File: src/hw/rtl/dlbd_pkg.sv
// Shared types, widths and constants for the definite-length block deframer.
package dlbd_pkg;

   localparam int BYTE_W       = 8;
   localparam int KIND_W       = 2;
   localparam int CHAN_W       = 2;
   localparam int OFFSET_W     = 22;
   localparam int LENGTH_W     = 30;
   localparam int EVENT_W      = 32;
   localparam int POINTS_W     = 21;
   localparam int MASK_W       = 4;
   localparam int CSR_INDEX_W  = 1;
   localparam int CSR_DATA_W   = 21;
   localparam int DCOUNT_W     = 4;
   localparam int CHCOUNT_W    = 3;

   localparam logic [POINTS_W-1:0] MAX_POINTS        = POINTS_W'(1048576);
   localparam logic [DCOUNT_W-1:0] MAX_LENGTH_DIGITS = DCOUNT_W'(9);
   localparam logic [DCOUNT_W-1:0] COUNT_PENDING     = DCOUNT_W'(15);

   localparam logic [POINTS_W-1:0] POINTS_RESET = POINTS_W'(1024);
   localparam logic [MASK_W-1:0]   MASK_RESET   = MASK_W'(1);

   localparam logic [BYTE_W-1:0] CHAR_HASH    = 8'h23;
   localparam logic [BYTE_W-1:0] CHAR_SEMI    = 8'h3B;
   localparam logic [BYTE_W-1:0] CHAR_NEWLINE = 8'h0A;
   localparam logic [BYTE_W-1:0] CHAR_ZERO    = 8'h30;
   localparam logic [BYTE_W-1:0] CHAR_NINE    = 8'h39;

   localparam logic [KIND_W-1:0] KIND_SAMPLE = 2'd0;
   localparam logic [KIND_W-1:0] KIND_HEADER = 2'd1;
   localparam logic [KIND_W-1:0] KIND_EVENT  = 2'd2;

   localparam logic [CSR_INDEX_W-1:0] CSR_POINTS = 1'd0;
   localparam logic [CSR_INDEX_W-1:0] CSR_MASK   = 1'd1;

   typedef enum logic [1:0] {
      PH_AWAIT,
      PH_HEADER,
      PH_SAMPLES,
      PH_TRAILER
   } phase_type;

   typedef struct packed {
      logic [KIND_W-1:0]   result_kind;
      logic [BYTE_W-1:0]   sample_value;
      logic [CHAN_W-1:0]   channel_number;
      logic [OFFSET_W-1:0] event_offset;
      logic [LENGTH_W-1:0] declared_length;
      logic [EVENT_W-1:0]  event_number;
   } rsp_beat_type;

endpackage

File: src/hw/rtl/dlbd_if.sv
// Valid/ready channel interfaces for stream bytes, results and register writes.
interface dlbd_req_if import dlbd_pkg::*; ();
   logic              valid;
   logic              ready;
   logic [BYTE_W-1:0] stream_byte;

   modport source (output valid, output stream_byte, input ready);
   modport sink (input valid, input stream_byte, output ready);
endinterface

interface dlbd_rsp_if import dlbd_pkg::*; ();
   logic                valid;
   logic                ready;
   logic [KIND_W-1:0]   result_kind;
   logic [BYTE_W-1:0]   sample_value;
   logic [CHAN_W-1:0]   channel_number;
   logic [OFFSET_W-1:0] event_offset;
   logic [LENGTH_W-1:0] declared_length;
   logic [EVENT_W-1:0]  event_number;

   modport source (output valid, output result_kind, output sample_value,
                   output channel_number, output event_offset,
                   output declared_length, output event_number, input ready);
   modport sink (input valid, input result_kind, input sample_value,
                 input channel_number, input event_offset,
                 input declared_length, input event_number, output ready);
endinterface

interface dlbd_csr_if import dlbd_pkg::*; ();
   logic                   valid;
   logic                   ready;
   logic [CSR_INDEX_W-1:0] index;
   logic [CSR_DATA_W-1:0]  data;

   modport source (output valid, output index, output data, input ready);
   modport sink (input valid, input index, input data, output ready);
endinterface

File: src/hw/rtl/definite_length_block_deframer.sv
// Top level of the definite-length block deframer.
//
// req_chan carries one stream byte per beat. Each channel block opens with
// '#', a digit-count byte and that many decimal length digits; a header beat
// reports the parsed length, then points_per_channel sample beats follow,
// tagged with channel and event offset. After the last enabled channel,
// bytes are dropped until a newline, which yields an event-complete beat.
// csr_chan writes register 0 (points_per_channel) or 1 (channel_mask); it is
// always ready and a write takes effect on the next byte.
// Throughput is one byte per cycle unless rsp_chan stalls. A result appears
// on rsp_chan the cycle after its byte, from a single output register.
// While rsp_chan stalls, that register holds its beat and req_chan.ready
// drops; it rises again in the cycle the beat is taken.
// Synchronous reset returns to the awaiting-header phase, clears all
// counters and loads points_per_channel 1024 and channel_mask 1.
module definite_length_block_deframer import dlbd_pkg::*; (
   input  logic        clock,
   input  logic        reset,
   dlbd_req_if.sink    req_chan,
   dlbd_rsp_if.source  rsp_chan,
   dlbd_csr_if.sink    csr_chan
);

   logic [POINTS_W-1:0]  points_ff;
   logic [MASK_W-1:0]    mask_ff;

   phase_type            phase_ff, phase_in;
   logic [DCOUNT_W-1:0]  digit_count_ff, digit_count_in;
   logic [DCOUNT_W-1:0]  seen_ff, seen_in;
   logic [LENGTH_W-1:0]  acc_ff, acc_in;
   logic                 stopped_ff, stopped_in;
   logic [CHCOUNT_W-1:0] chan_ff, chan_in;
   logic [POINTS_W-1:0]  sample_ff, sample_in;
   logic [OFFSET_W-1:0]  offset_ff, offset_in;
   logic [EVENT_W-1:0]   event_ff, event_in;

   logic                 out_valid_ff, out_valid_in;
   rsp_beat_type         out_beat_ff;
   rsp_beat_type         beat;
   logic                 emit;

   logic                 accept;
   logic [BYTE_W-1:0]    in_byte;
   logic                 is_digit, is_hash, is_newline;
   logic [DCOUNT_W-1:0]  digit;
   logic                 pending;
   logic [DCOUNT_W-1:0]  count_sel;
   logic                 take_digit;
   logic [LENGTH_W-1:0]  acc_step;
   logic [DCOUNT_W-1:0]  seen_step;
   logic                 digits_done;
   logic [POINTS_W-1:0]  eff_points;
   logic [CHCOUNT_W-1:0] eff_chans, mask_pop;
   logic [POINTS_W-1:0]  sample_step;
   logic                 block_end;
   logic [CHCOUNT_W-1:0] chan_step;
   logic                 event_full;

   assign req_chan.ready = !out_valid_ff || rsp_chan.ready;
   assign accept         = req_chan.valid && req_chan.ready;
   assign csr_chan.ready = 1'b1;
   assign in_byte        = req_chan.stream_byte;

   assign is_digit   = in_byte inside {[CHAR_ZERO:CHAR_NINE]};
   assign is_hash    = in_byte == CHAR_HASH;
   assign is_newline = in_byte == CHAR_NEWLINE;
   assign digit      = in_byte[DCOUNT_W-1:0];
   assign pending    = digit_count_ff == COUNT_PENDING;
   assign count_sel  = !is_digit ? '0 :
                       (digit > MAX_LENGTH_DIGITS) ? MAX_LENGTH_DIGITS : digit;
   assign take_digit = is_digit && !stopped_ff;
   assign acc_step   = take_digit ?
                       (acc_ff << 3) + (acc_ff << 1) + LENGTH_W'(digit) : acc_ff;
   assign seen_step   = seen_ff + DCOUNT_W'(1);
   assign digits_done = seen_step >= digit_count_ff;

   assign eff_points = (points_ff == '0) ? POINTS_W'(1) :
                       (points_ff > MAX_POINTS) ? MAX_POINTS : points_ff;
   assign mask_pop   = CHCOUNT_W'(mask_ff[0]) + CHCOUNT_W'(mask_ff[1]) +
                       CHCOUNT_W'(mask_ff[2]) + CHCOUNT_W'(mask_ff[3]);
   assign eff_chans  = (mask_pop == '0) ? CHCOUNT_W'(1) : mask_pop;
   assign sample_step = sample_ff + POINTS_W'(1);
   assign block_end   = sample_step >= eff_points;
   assign chan_step   = chan_ff + CHCOUNT_W'(1);
   assign event_full  = chan_step >= eff_chans;

   // next state
   always_comb begin
      phase_in       = phase_ff;
      digit_count_in = digit_count_ff;
      seen_in        = seen_ff;
      acc_in         = acc_ff;
      stopped_in     = stopped_ff;
      chan_in        = chan_ff;
      sample_in      = sample_ff;
      offset_in      = offset_ff;
      event_in       = event_ff;
      if (accept) begin
         case (phase_ff)
            PH_AWAIT, PH_HEADER: begin
               if (is_hash) begin
                  phase_in       = PH_HEADER;
                  digit_count_in = COUNT_PENDING;
                  seen_in        = '0;
                  acc_in         = '0;
                  stopped_in     = 1'b0;
               end else if (phase_ff == PH_HEADER) begin
                  if (pending) begin
                     digit_count_in = count_sel;
                     seen_in        = '0;
                     if (count_sel == '0) begin
                        phase_in  = PH_SAMPLES;
                        sample_in = '0;
                     end
                  end else begin
                     acc_in     = acc_step;
                     stopped_in = stopped_ff || !take_digit;
                     seen_in    = seen_step;
                     if (digits_done) begin
                        phase_in  = PH_SAMPLES;
                        sample_in = '0;
                     end
                  end
               end
            end
            PH_SAMPLES: begin
               offset_in = offset_ff + OFFSET_W'(1);
               if (block_end) begin
                  sample_in = '0;
                  chan_in   = chan_step;
                  phase_in  = event_full ? PH_TRAILER : PH_AWAIT;
               end else begin
                  sample_in = sample_step;
               end
            end
            PH_TRAILER: begin
               if (is_newline) begin
                  event_in  = event_ff + EVENT_W'(1);
                  chan_in   = '0;
                  offset_in = '0;
                  sample_in = '0;
                  phase_in  = PH_AWAIT;
               end
            end
            default: phase_in = PH_AWAIT;
         endcase
      end
   end

   // outputs
   always_comb begin
      emit                 = 1'b0;
      beat.result_kind     = KIND_SAMPLE;
      beat.sample_value    = '0;
      beat.channel_number  = '0;
      beat.event_offset    = '0;
      beat.declared_length = '0;
      beat.event_number    = event_ff;
      case (phase_ff)
         PH_HEADER: begin
            if (!is_hash && (pending ? (count_sel == '0) : digits_done)) begin
               emit                 = 1'b1;
               beat.result_kind     = KIND_HEADER;
               beat.channel_number  = chan_ff[CHAN_W-1:0];
               beat.event_offset    = offset_ff;
               beat.declared_length = pending ? acc_ff : acc_step;
            end
         end
         PH_SAMPLES: begin
            emit                = 1'b1;
            beat.result_kind    = KIND_SAMPLE;
            beat.sample_value   = in_byte;
            beat.channel_number = chan_ff[CHAN_W-1:0];
            beat.event_offset   = offset_ff;
         end
         PH_TRAILER: begin
            if (is_newline) begin
               emit             = 1'b1;
               beat.result_kind = KIND_EVENT;
            end
         end
         default: emit = 1'b0;
      endcase
   end

   assign out_valid_in = accept ? emit : (out_valid_ff && !rsp_chan.ready);

   always_ff @(posedge clock) begin
      if (reset) begin
         points_ff      <= POINTS_RESET;
         mask_ff        <= MASK_RESET;
         phase_ff       <= PH_AWAIT;
         digit_count_ff <= '0;
         seen_ff        <= '0;
         acc_ff         <= '0;
         stopped_ff     <= 1'b0;
         chan_ff        <= '0;
         sample_ff      <= '0;
         offset_ff      <= '0;
         event_ff       <= '0;
         out_valid_ff   <= 1'b0;
      end else begin
         phase_ff       <= phase_in;
         digit_count_ff <= digit_count_in;
         seen_ff        <= seen_in;
         acc_ff         <= acc_in;
         stopped_ff     <= stopped_in;
         chan_ff        <= chan_in;
         sample_ff      <= sample_in;
         offset_ff      <= offset_in;
         event_ff       <= event_in;
         out_valid_ff   <= out_valid_in;
         if (csr_chan.valid && csr_chan.ready) begin
            case (csr_chan.index)
               CSR_POINTS: points_ff <= csr_chan.data[POINTS_W-1:0];
               CSR_MASK:   mask_ff   <= csr_chan.data[MASK_W-1:0];
               default:    points_ff <= points_ff;
            endcase
         end
      end
   end

   always_ff @(posedge clock) begin
      if (accept && emit) begin
         out_beat_ff <= beat;
      end
   end

   assign rsp_chan.valid           = out_valid_ff;
   assign rsp_chan.result_kind     = out_beat_ff.result_kind;
   assign rsp_chan.sample_value    = out_beat_ff.sample_value;
   assign rsp_chan.channel_number  = out_beat_ff.channel_number;
   assign rsp_chan.event_offset    = out_beat_ff.event_offset;
   assign rsp_chan.declared_length = out_beat_ff.declared_length;
   assign rsp_chan.event_number    = out_beat_ff.event_number;

`ifndef SYNTHESIS
   a_await_silent: assert property (@(posedge clock) disable iff (reset)
      (accept && phase_ff == PH_AWAIT) |=> !rsp_chan.valid)
      else $error("byte outside a block produced a beat");

   a_event_close: assert property (@(posedge clock) disable iff (reset)
      (accept && phase_ff == PH_TRAILER && is_newline) |=>
      (rsp_chan.valid && rsp_chan.result_kind == KIND_EVENT &&
       phase_ff == PH_AWAIT && offset_ff == '0 && chan_ff == '0))
      else $error("newline in trailer did not close the event");

   a_sample_beat: assert property (@(posedge clock) disable iff (reset)
      (accept && phase_ff == PH_SAMPLES) |=>
      (rsp_chan.valid && rsp_chan.result_kind == KIND_SAMPLE &&
       rsp_chan.sample_value == $past(in_byte)))
      else $error("sample byte not passed through");

   a_chan_bound: assert property (@(posedge clock) disable iff (reset)
      chan_ff <= CHCOUNT_W'(4))
      else $error("channel counter out of range");

   a_seen_bound: assert property (@(posedge clock) disable iff (reset)
      seen_ff <= MAX_LENGTH_DIGITS)
      else $error("length digit counter out of range");
`endif

endmodule

File: src/flat_wrapper.sv
// flat-port wrapper written by rule: the top's interface ports become plain ports
module definite_length_block_deframer_flat import dlbd_pkg::*;
  (clock, reset, req_chan_valid, req_chan_stream_byte, req_chan_ready, rsp_chan_valid, rsp_chan_result_kind, rsp_chan_sample_value, rsp_chan_channel_number, rsp_chan_event_offset, rsp_chan_declared_length, rsp_chan_event_number, rsp_chan_ready, csr_chan_valid, csr_chan_index, csr_chan_data, csr_chan_ready);
  dlbd_req_if req_chan_i ();
  dlbd_rsp_if rsp_chan_i ();
  dlbd_csr_if csr_chan_i ();
  input  logic clock;
  input  logic reset;
  input wire logic [$bits(req_chan_i.valid)-1:0] req_chan_valid;
  input wire logic [$bits(req_chan_i.stream_byte)-1:0] req_chan_stream_byte;
  output wire logic [$bits(req_chan_i.ready)-1:0] req_chan_ready;
  output wire logic [$bits(rsp_chan_i.valid)-1:0] rsp_chan_valid;
  output wire logic [$bits(rsp_chan_i.result_kind)-1:0] rsp_chan_result_kind;
  output wire logic [$bits(rsp_chan_i.sample_value)-1:0] rsp_chan_sample_value;
  output wire logic [$bits(rsp_chan_i.channel_number)-1:0] rsp_chan_channel_number;
  output wire logic [$bits(rsp_chan_i.event_offset)-1:0] rsp_chan_event_offset;
  output wire logic [$bits(rsp_chan_i.declared_length)-1:0] rsp_chan_declared_length;
  output wire logic [$bits(rsp_chan_i.event_number)-1:0] rsp_chan_event_number;
  input wire logic [$bits(rsp_chan_i.ready)-1:0] rsp_chan_ready;
  input wire logic [$bits(csr_chan_i.valid)-1:0] csr_chan_valid;
  input wire logic [$bits(csr_chan_i.index)-1:0] csr_chan_index;
  input wire logic [$bits(csr_chan_i.data)-1:0] csr_chan_data;
  output wire logic [$bits(csr_chan_i.ready)-1:0] csr_chan_ready;
  assign req_chan_i.valid = req_chan_valid;
  assign req_chan_i.stream_byte = req_chan_stream_byte;
  assign req_chan_ready = req_chan_i.ready;
  assign rsp_chan_valid = rsp_chan_i.valid;
  assign rsp_chan_result_kind = rsp_chan_i.result_kind;
  assign rsp_chan_sample_value = rsp_chan_i.sample_value;
  assign rsp_chan_channel_number = rsp_chan_i.channel_number;
  assign rsp_chan_event_offset = rsp_chan_i.event_offset;
  assign rsp_chan_declared_length = rsp_chan_i.declared_length;
  assign rsp_chan_event_number = rsp_chan_i.event_number;
  assign rsp_chan_i.ready = rsp_chan_ready;
  assign csr_chan_i.valid = csr_chan_valid;
  assign csr_chan_i.index = csr_chan_index;
  assign csr_chan_i.data = csr_chan_data;
  assign csr_chan_ready = csr_chan_i.ready;
  definite_length_block_deframer u_core (.clock(clock), .reset(reset), .req_chan(req_chan_i), .rsp_chan(rsp_chan_i), .csr_chan(csr_chan_i));
endmodule
File: config.mk
export PLATFORM = sky130hd
export DESIGN_NAME = definite_length_block_deframer_flat
export DESIGN_NICKNAME = d
export VERILOG_FILES = /design/src/hw/rtl/dlbd_pkg.sv /design/src/hw/rtl/dlbd_if.sv /design/src/hw/rtl/definite_length_block_deframer.sv /design/src/flat_wrapper.sv
export SDC_FILE = /design/constraint.sdc
export NUM_CORES = 1
export LEC_CHECK = 0
export ABC_AREA = 1
export BUFFER_PORTS_ARGS = -buffer_cell sky130_fd_sc_hd__buf_2
export CELL_PAD_IN_SITES_DETAIL_PLACEMENT = 1
export CELL_PAD_IN_SITES_GLOBAL_PLACEMENT = 1
export CORE_MARGIN = 8
export CORE_UTILIZATION = 41
export CTS_BUF_LIST = sky130_fd_sc_hd__clkbuf_8
export DETAILED_ROUTE_END_ITERATION = 10
export GPL_TIMING_DRIVEN = 0
export PLACE_DENSITY = 0.82
export SLEW_MARGIN = 20
export SYNTH_ARGS = -nofsm -noshare
export SYNTH_HDL_FRONTEND = slang
export SYNTH_SLANG_ARGS = --single-unit
File: constraint.sdc
create_clock -name clock -period 3.6 [get_ports clock]
set_input_delay 0 -clock clock [delete_from_list [all_inputs] [get_ports clock]]
set_output_delay 0 -clock clock [all_outputs]
set_load 0.03 [all_outputs]
==> impl_results.md <==
- Fin. Hold Viols: 0
- CORE AREA: 0.0345 mm^2
- Sink Count: 241
- Crit path cell chain: nand3_1 > xnor2_1 > ha_1 > a21oi_1 > nand3_1 > a22oi_2 > nor2_4 > o21ai_2 > clkinvlp_4 > buf_12
- H-tree Lvls: 2
- Worst vdd ir: 0.247 mV
- Hold Crit Class: in -> reg
- Routed WL per cell: 18.3 um
- Synth Area in Simple Gates: 30.0%
- Stages on worst setup path: 10
- Placer Congestion: 0.891
- Top cell by count, worst path: nand3_1
- Global-route usage over all layers: 23.1%
- Rel. slew slack: 33.2%
- Commonest non-fill, non-tap cell in the layout: nand2_1
- CP Buf/Inv Count: 2
- Share of cells above drive strength 1: 14.4%
- Yosys Warn Count: 0
- Average footprint of a synthesized cell: 7.54 um^2
- Placed instance count: 2499
- Initial antenna violation count: 2
- Die W: 203 um
- Yosys cell types: 54
- Die H: 203 um
- Max-slew violations: 0
- DRC: 0
- Clock Latency Late Sink: 0.62 ns
- Multi-input gate area: 0.00744 mm^2
- Vias per cell: 5.25
- Post-Layout Cell Count: 2641
- Skew final: 0.0328 ns
- CP Capture Type: flop
- DIE AREA: 0.0414 mm^2
- Register area: 0.00579 mm^2
- Period utilisation layout: 91.7%
- DRT Pass-1 Iters: 5
- Worst setup endpoint: u_core.rsp_chan.declared_length[21]$_SDFFCE_PN0P_
- LEAKAGE: 7.54 nW
- Startpoint Class: flop
- Max stage delay on crit path: 0.65 ns
- I/O pins: 134
- Final setup vio count: 0
- Post-synthesis async set-or-reset flop share: 0%
- Pwr dens: 350 mW/mm^2
- Seq/Total Area, Yosys: 40.2%
- P&R area growth vs syn: 18.9%
- Critical path origin: u_core.seen_ff[0]$_SDFFE_PP0P_
- Grt ovf: 0
- Unrepaired setup endpoints after global routing: false
- Max-cap viol count: 0
- Row count: 68
- Cell family with most CP delay: buffers and inverters
- Largest net degree at the start of global routing: 38
- Syn nets: 2044
- Worst-margin pin slew: 1.00 ns
- CP arrival: 3.63 ns
- Reg2Reg Depth: 10
- Worst hold slack: 0.0165 ns
- Largest family of logic cells by synthesized area: simple AND/OR/NAND/NOR gates
- Nets: 2280
- Synth Area in Adders: 8.67%
- CTS root buffer: clkbuf_8
- Post-Synth XOR/XNOR Area: 3.76%
- Worst reg2reg startpoint: u_core.seen_ff[0]$_SDFFE_PP0P_
- I/O Buffers: 131
- Commonest non-fill, non-tap cells in the layout: nand2_1, inv_1, nor2_1
- Mapped Area: 0.0144 mm^2
- Synth Area in Compound Gates: 9.08%
- Worst Path Required: 3.93 ns
- Reg clk slew, reported paths: 0.06 ns
- R2r setup slk: 0.30 ns
- Num CTS Buffers: 46
- Endpoint of the worst register-to-register path: u_core.rsp_chan.declared_length[21]$_SDFFCE_PN0P_
- Main synth FF type: dfxtp_1
- Outcome: finished clean
- Max Root-Sink Buffers: 3
- Final-layout fill cell count: 4433
- Gate Count Post-Synth: 1911
- Post-route ant nets: 0
- Global-route wire length before repair: 77200 um
- Post-synth EDFFs: 96
- Worst path slowest cell: clkinvlp_4
- Mux cell area share after synthesis: 0%
- Crit Path Class: reg -> reg
- Starting Density: 41.7%
- Worst Path Max Fanout: 37
- Number of synthesized register bits: 241
- CTS tree: done
- Final period demand of the worst path: 3.30 ns
- FMAX: 303 MHz
- Vias in the first global route: 14885
- Hpwl dp: 35700 um
- Iter 0 DRT Violations: 583
- Detailed-route wire length: 48400 um
- Vias: 13870
==> state kept, by name, indices dropped and copies added (netlist names), 3 cells and up <==
name,cells
u_core.rsp_chan.sample_value,8
u_core.points_ff,21
u_core.digit_count_ff,4
u_core.sample_ff,21
u_core.rsp_chan.event_number,32
u_core.offset_ff,22
u_core.rsp_chan.declared_length,30
u_core.acc_ff,30
u_core.rsp_chan.event_offset,22
u_core.seen_ff,4
u_core.event_ff,32
u_core.chan_ff,3
u_core.mask_ff,4
==> metrics by stage <==
| stage | worst slack [ns] | util (%) | total power, mW | setup TNS, ns | cell area [um^2] |
|---|---|---|---|---|---|
| final | 0.299 | 49.6 | 5.99 | 0 | 17100 |
| after detailed placement | -0.0235 | 45.4 | 3.38 | -0.168 | 15700 |
| after global placement | -0.994 | 45.3 | 3.36 | -94.71 | 15600 |
| after global routing | 0.00254 | 49.6 | 6.21 | 0 | 17100 |
| after CTS | 0.0546 | 49.4 | 6.02 | 0 | 17100 |
| after floorplan | 0.116 | - | 3.22 | 0 | 14400 |
==> repair_timing <==
item,in CTS,in global routing
pin swaps,0,1
endpoints found under the setup margin,15,100
setup buffers,0,2
resized for setup,0,7
endpoints found under the hold margin,45,0
hold buffers,54,0
==> worst min-delay path: stages <==
cell and delay [ns]:
buf_2 0.10, nand2_1 0.16, nor2_1 0.09, o21ai_2 0.13, a21oi_1 0.09
==> area by class of cell <==
cell class | count | share of cell area [%]
antenna | 2 | 0.0292
buffer | 56 | 1.80
clock buffer | 52 | 4.18
clock inverter | 33 | 0.877
inverter | 235 | 5.22
multi-input combinational | 1378 | 43.5
sequential | 241 | 33.8
tap | 455 | 3.32
timing repair buffer | 189 | 7.31
==> kinds of logic after synthesis <==
kind of cell	count (synthesis)
AO/OA/AOI/OAI	234
flip-flops	241
buffers and inverters	292
XOR/XNOR	61
other	1
AND/OR/NAND/NOR	984
adder cells (fa/ha/maj)	98
==> power breakdown <==
group          total (mW)  internal (mW)  switching [mW]
combinational       0.522          0.180           0.342
sequential           2.88           2.85          0.0311
clock                2.58           1.32            1.26
==> metal layers <==
layer | share of wire, % | GRT usage, %
met5 | 0 | 0
met4 | 4.7 | 12.0
met3 | 3.5 | 3.48
met2 | 52 | 42.8
met1 | 40 | 25.1
==> cells in the mapped netlist (all sizes together), types with 3 or more instances <==
library cell  instances  share of area, %
a21oi               129               4.7
o21ai                72               2.5
edfxtp               96                20
nand4                39               1.8
fa                    3              0.42
nand2               521                14
a21o                  3              0.16
xor2                 45               2.7
o22ai                 6              0.26
and2                  3              0.13
a221oi                4              0.24
a22oi                 3              0.19
clkbuf               29              0.76
buf                  28               1.4
a211oi                7              0.43
inv                 234               6.1
nand3                99               3.9
xnor2                16               1.0
o21bai                4              0.21
ha                   95               8.3
dfxtp               145                20
or2                  18              0.78
nor4                 11              0.52
nor2                230               6.5
nand3b                9              0.47
nor3                 53               2.1
==> worst min path at each step <==
stage / cells past startpoint / endpoint / start / slack [ns]
floorplan: 2 / u_core.mask_ff[0]$_SDFFE_PP1P_ / csr_chan_data[0] / 0.11
global placement: 3 / u_core.points_ff[10]$_SDFFE_PP1P_ / csr_chan_data[10] / 0.22
detailed placement: 3 / u_core.points_ff[10]$_SDFFE_PP1P_ / csr_chan_data[10] / 0.23
CTS: 5 / u_core.rsp_chan.valid$_SDFF_PP0_ / req_chan_valid / 0.09
global route: 5 / u_core.rsp_chan.valid$_SDFF_PP0_ / req_chan_valid / 0.02
finish: 5 / u_core.rsp_chan.valid$_SDFF_PP0_ / req_chan_valid / 0.02
Note: power is estimated with default switching activity, not from simulation.
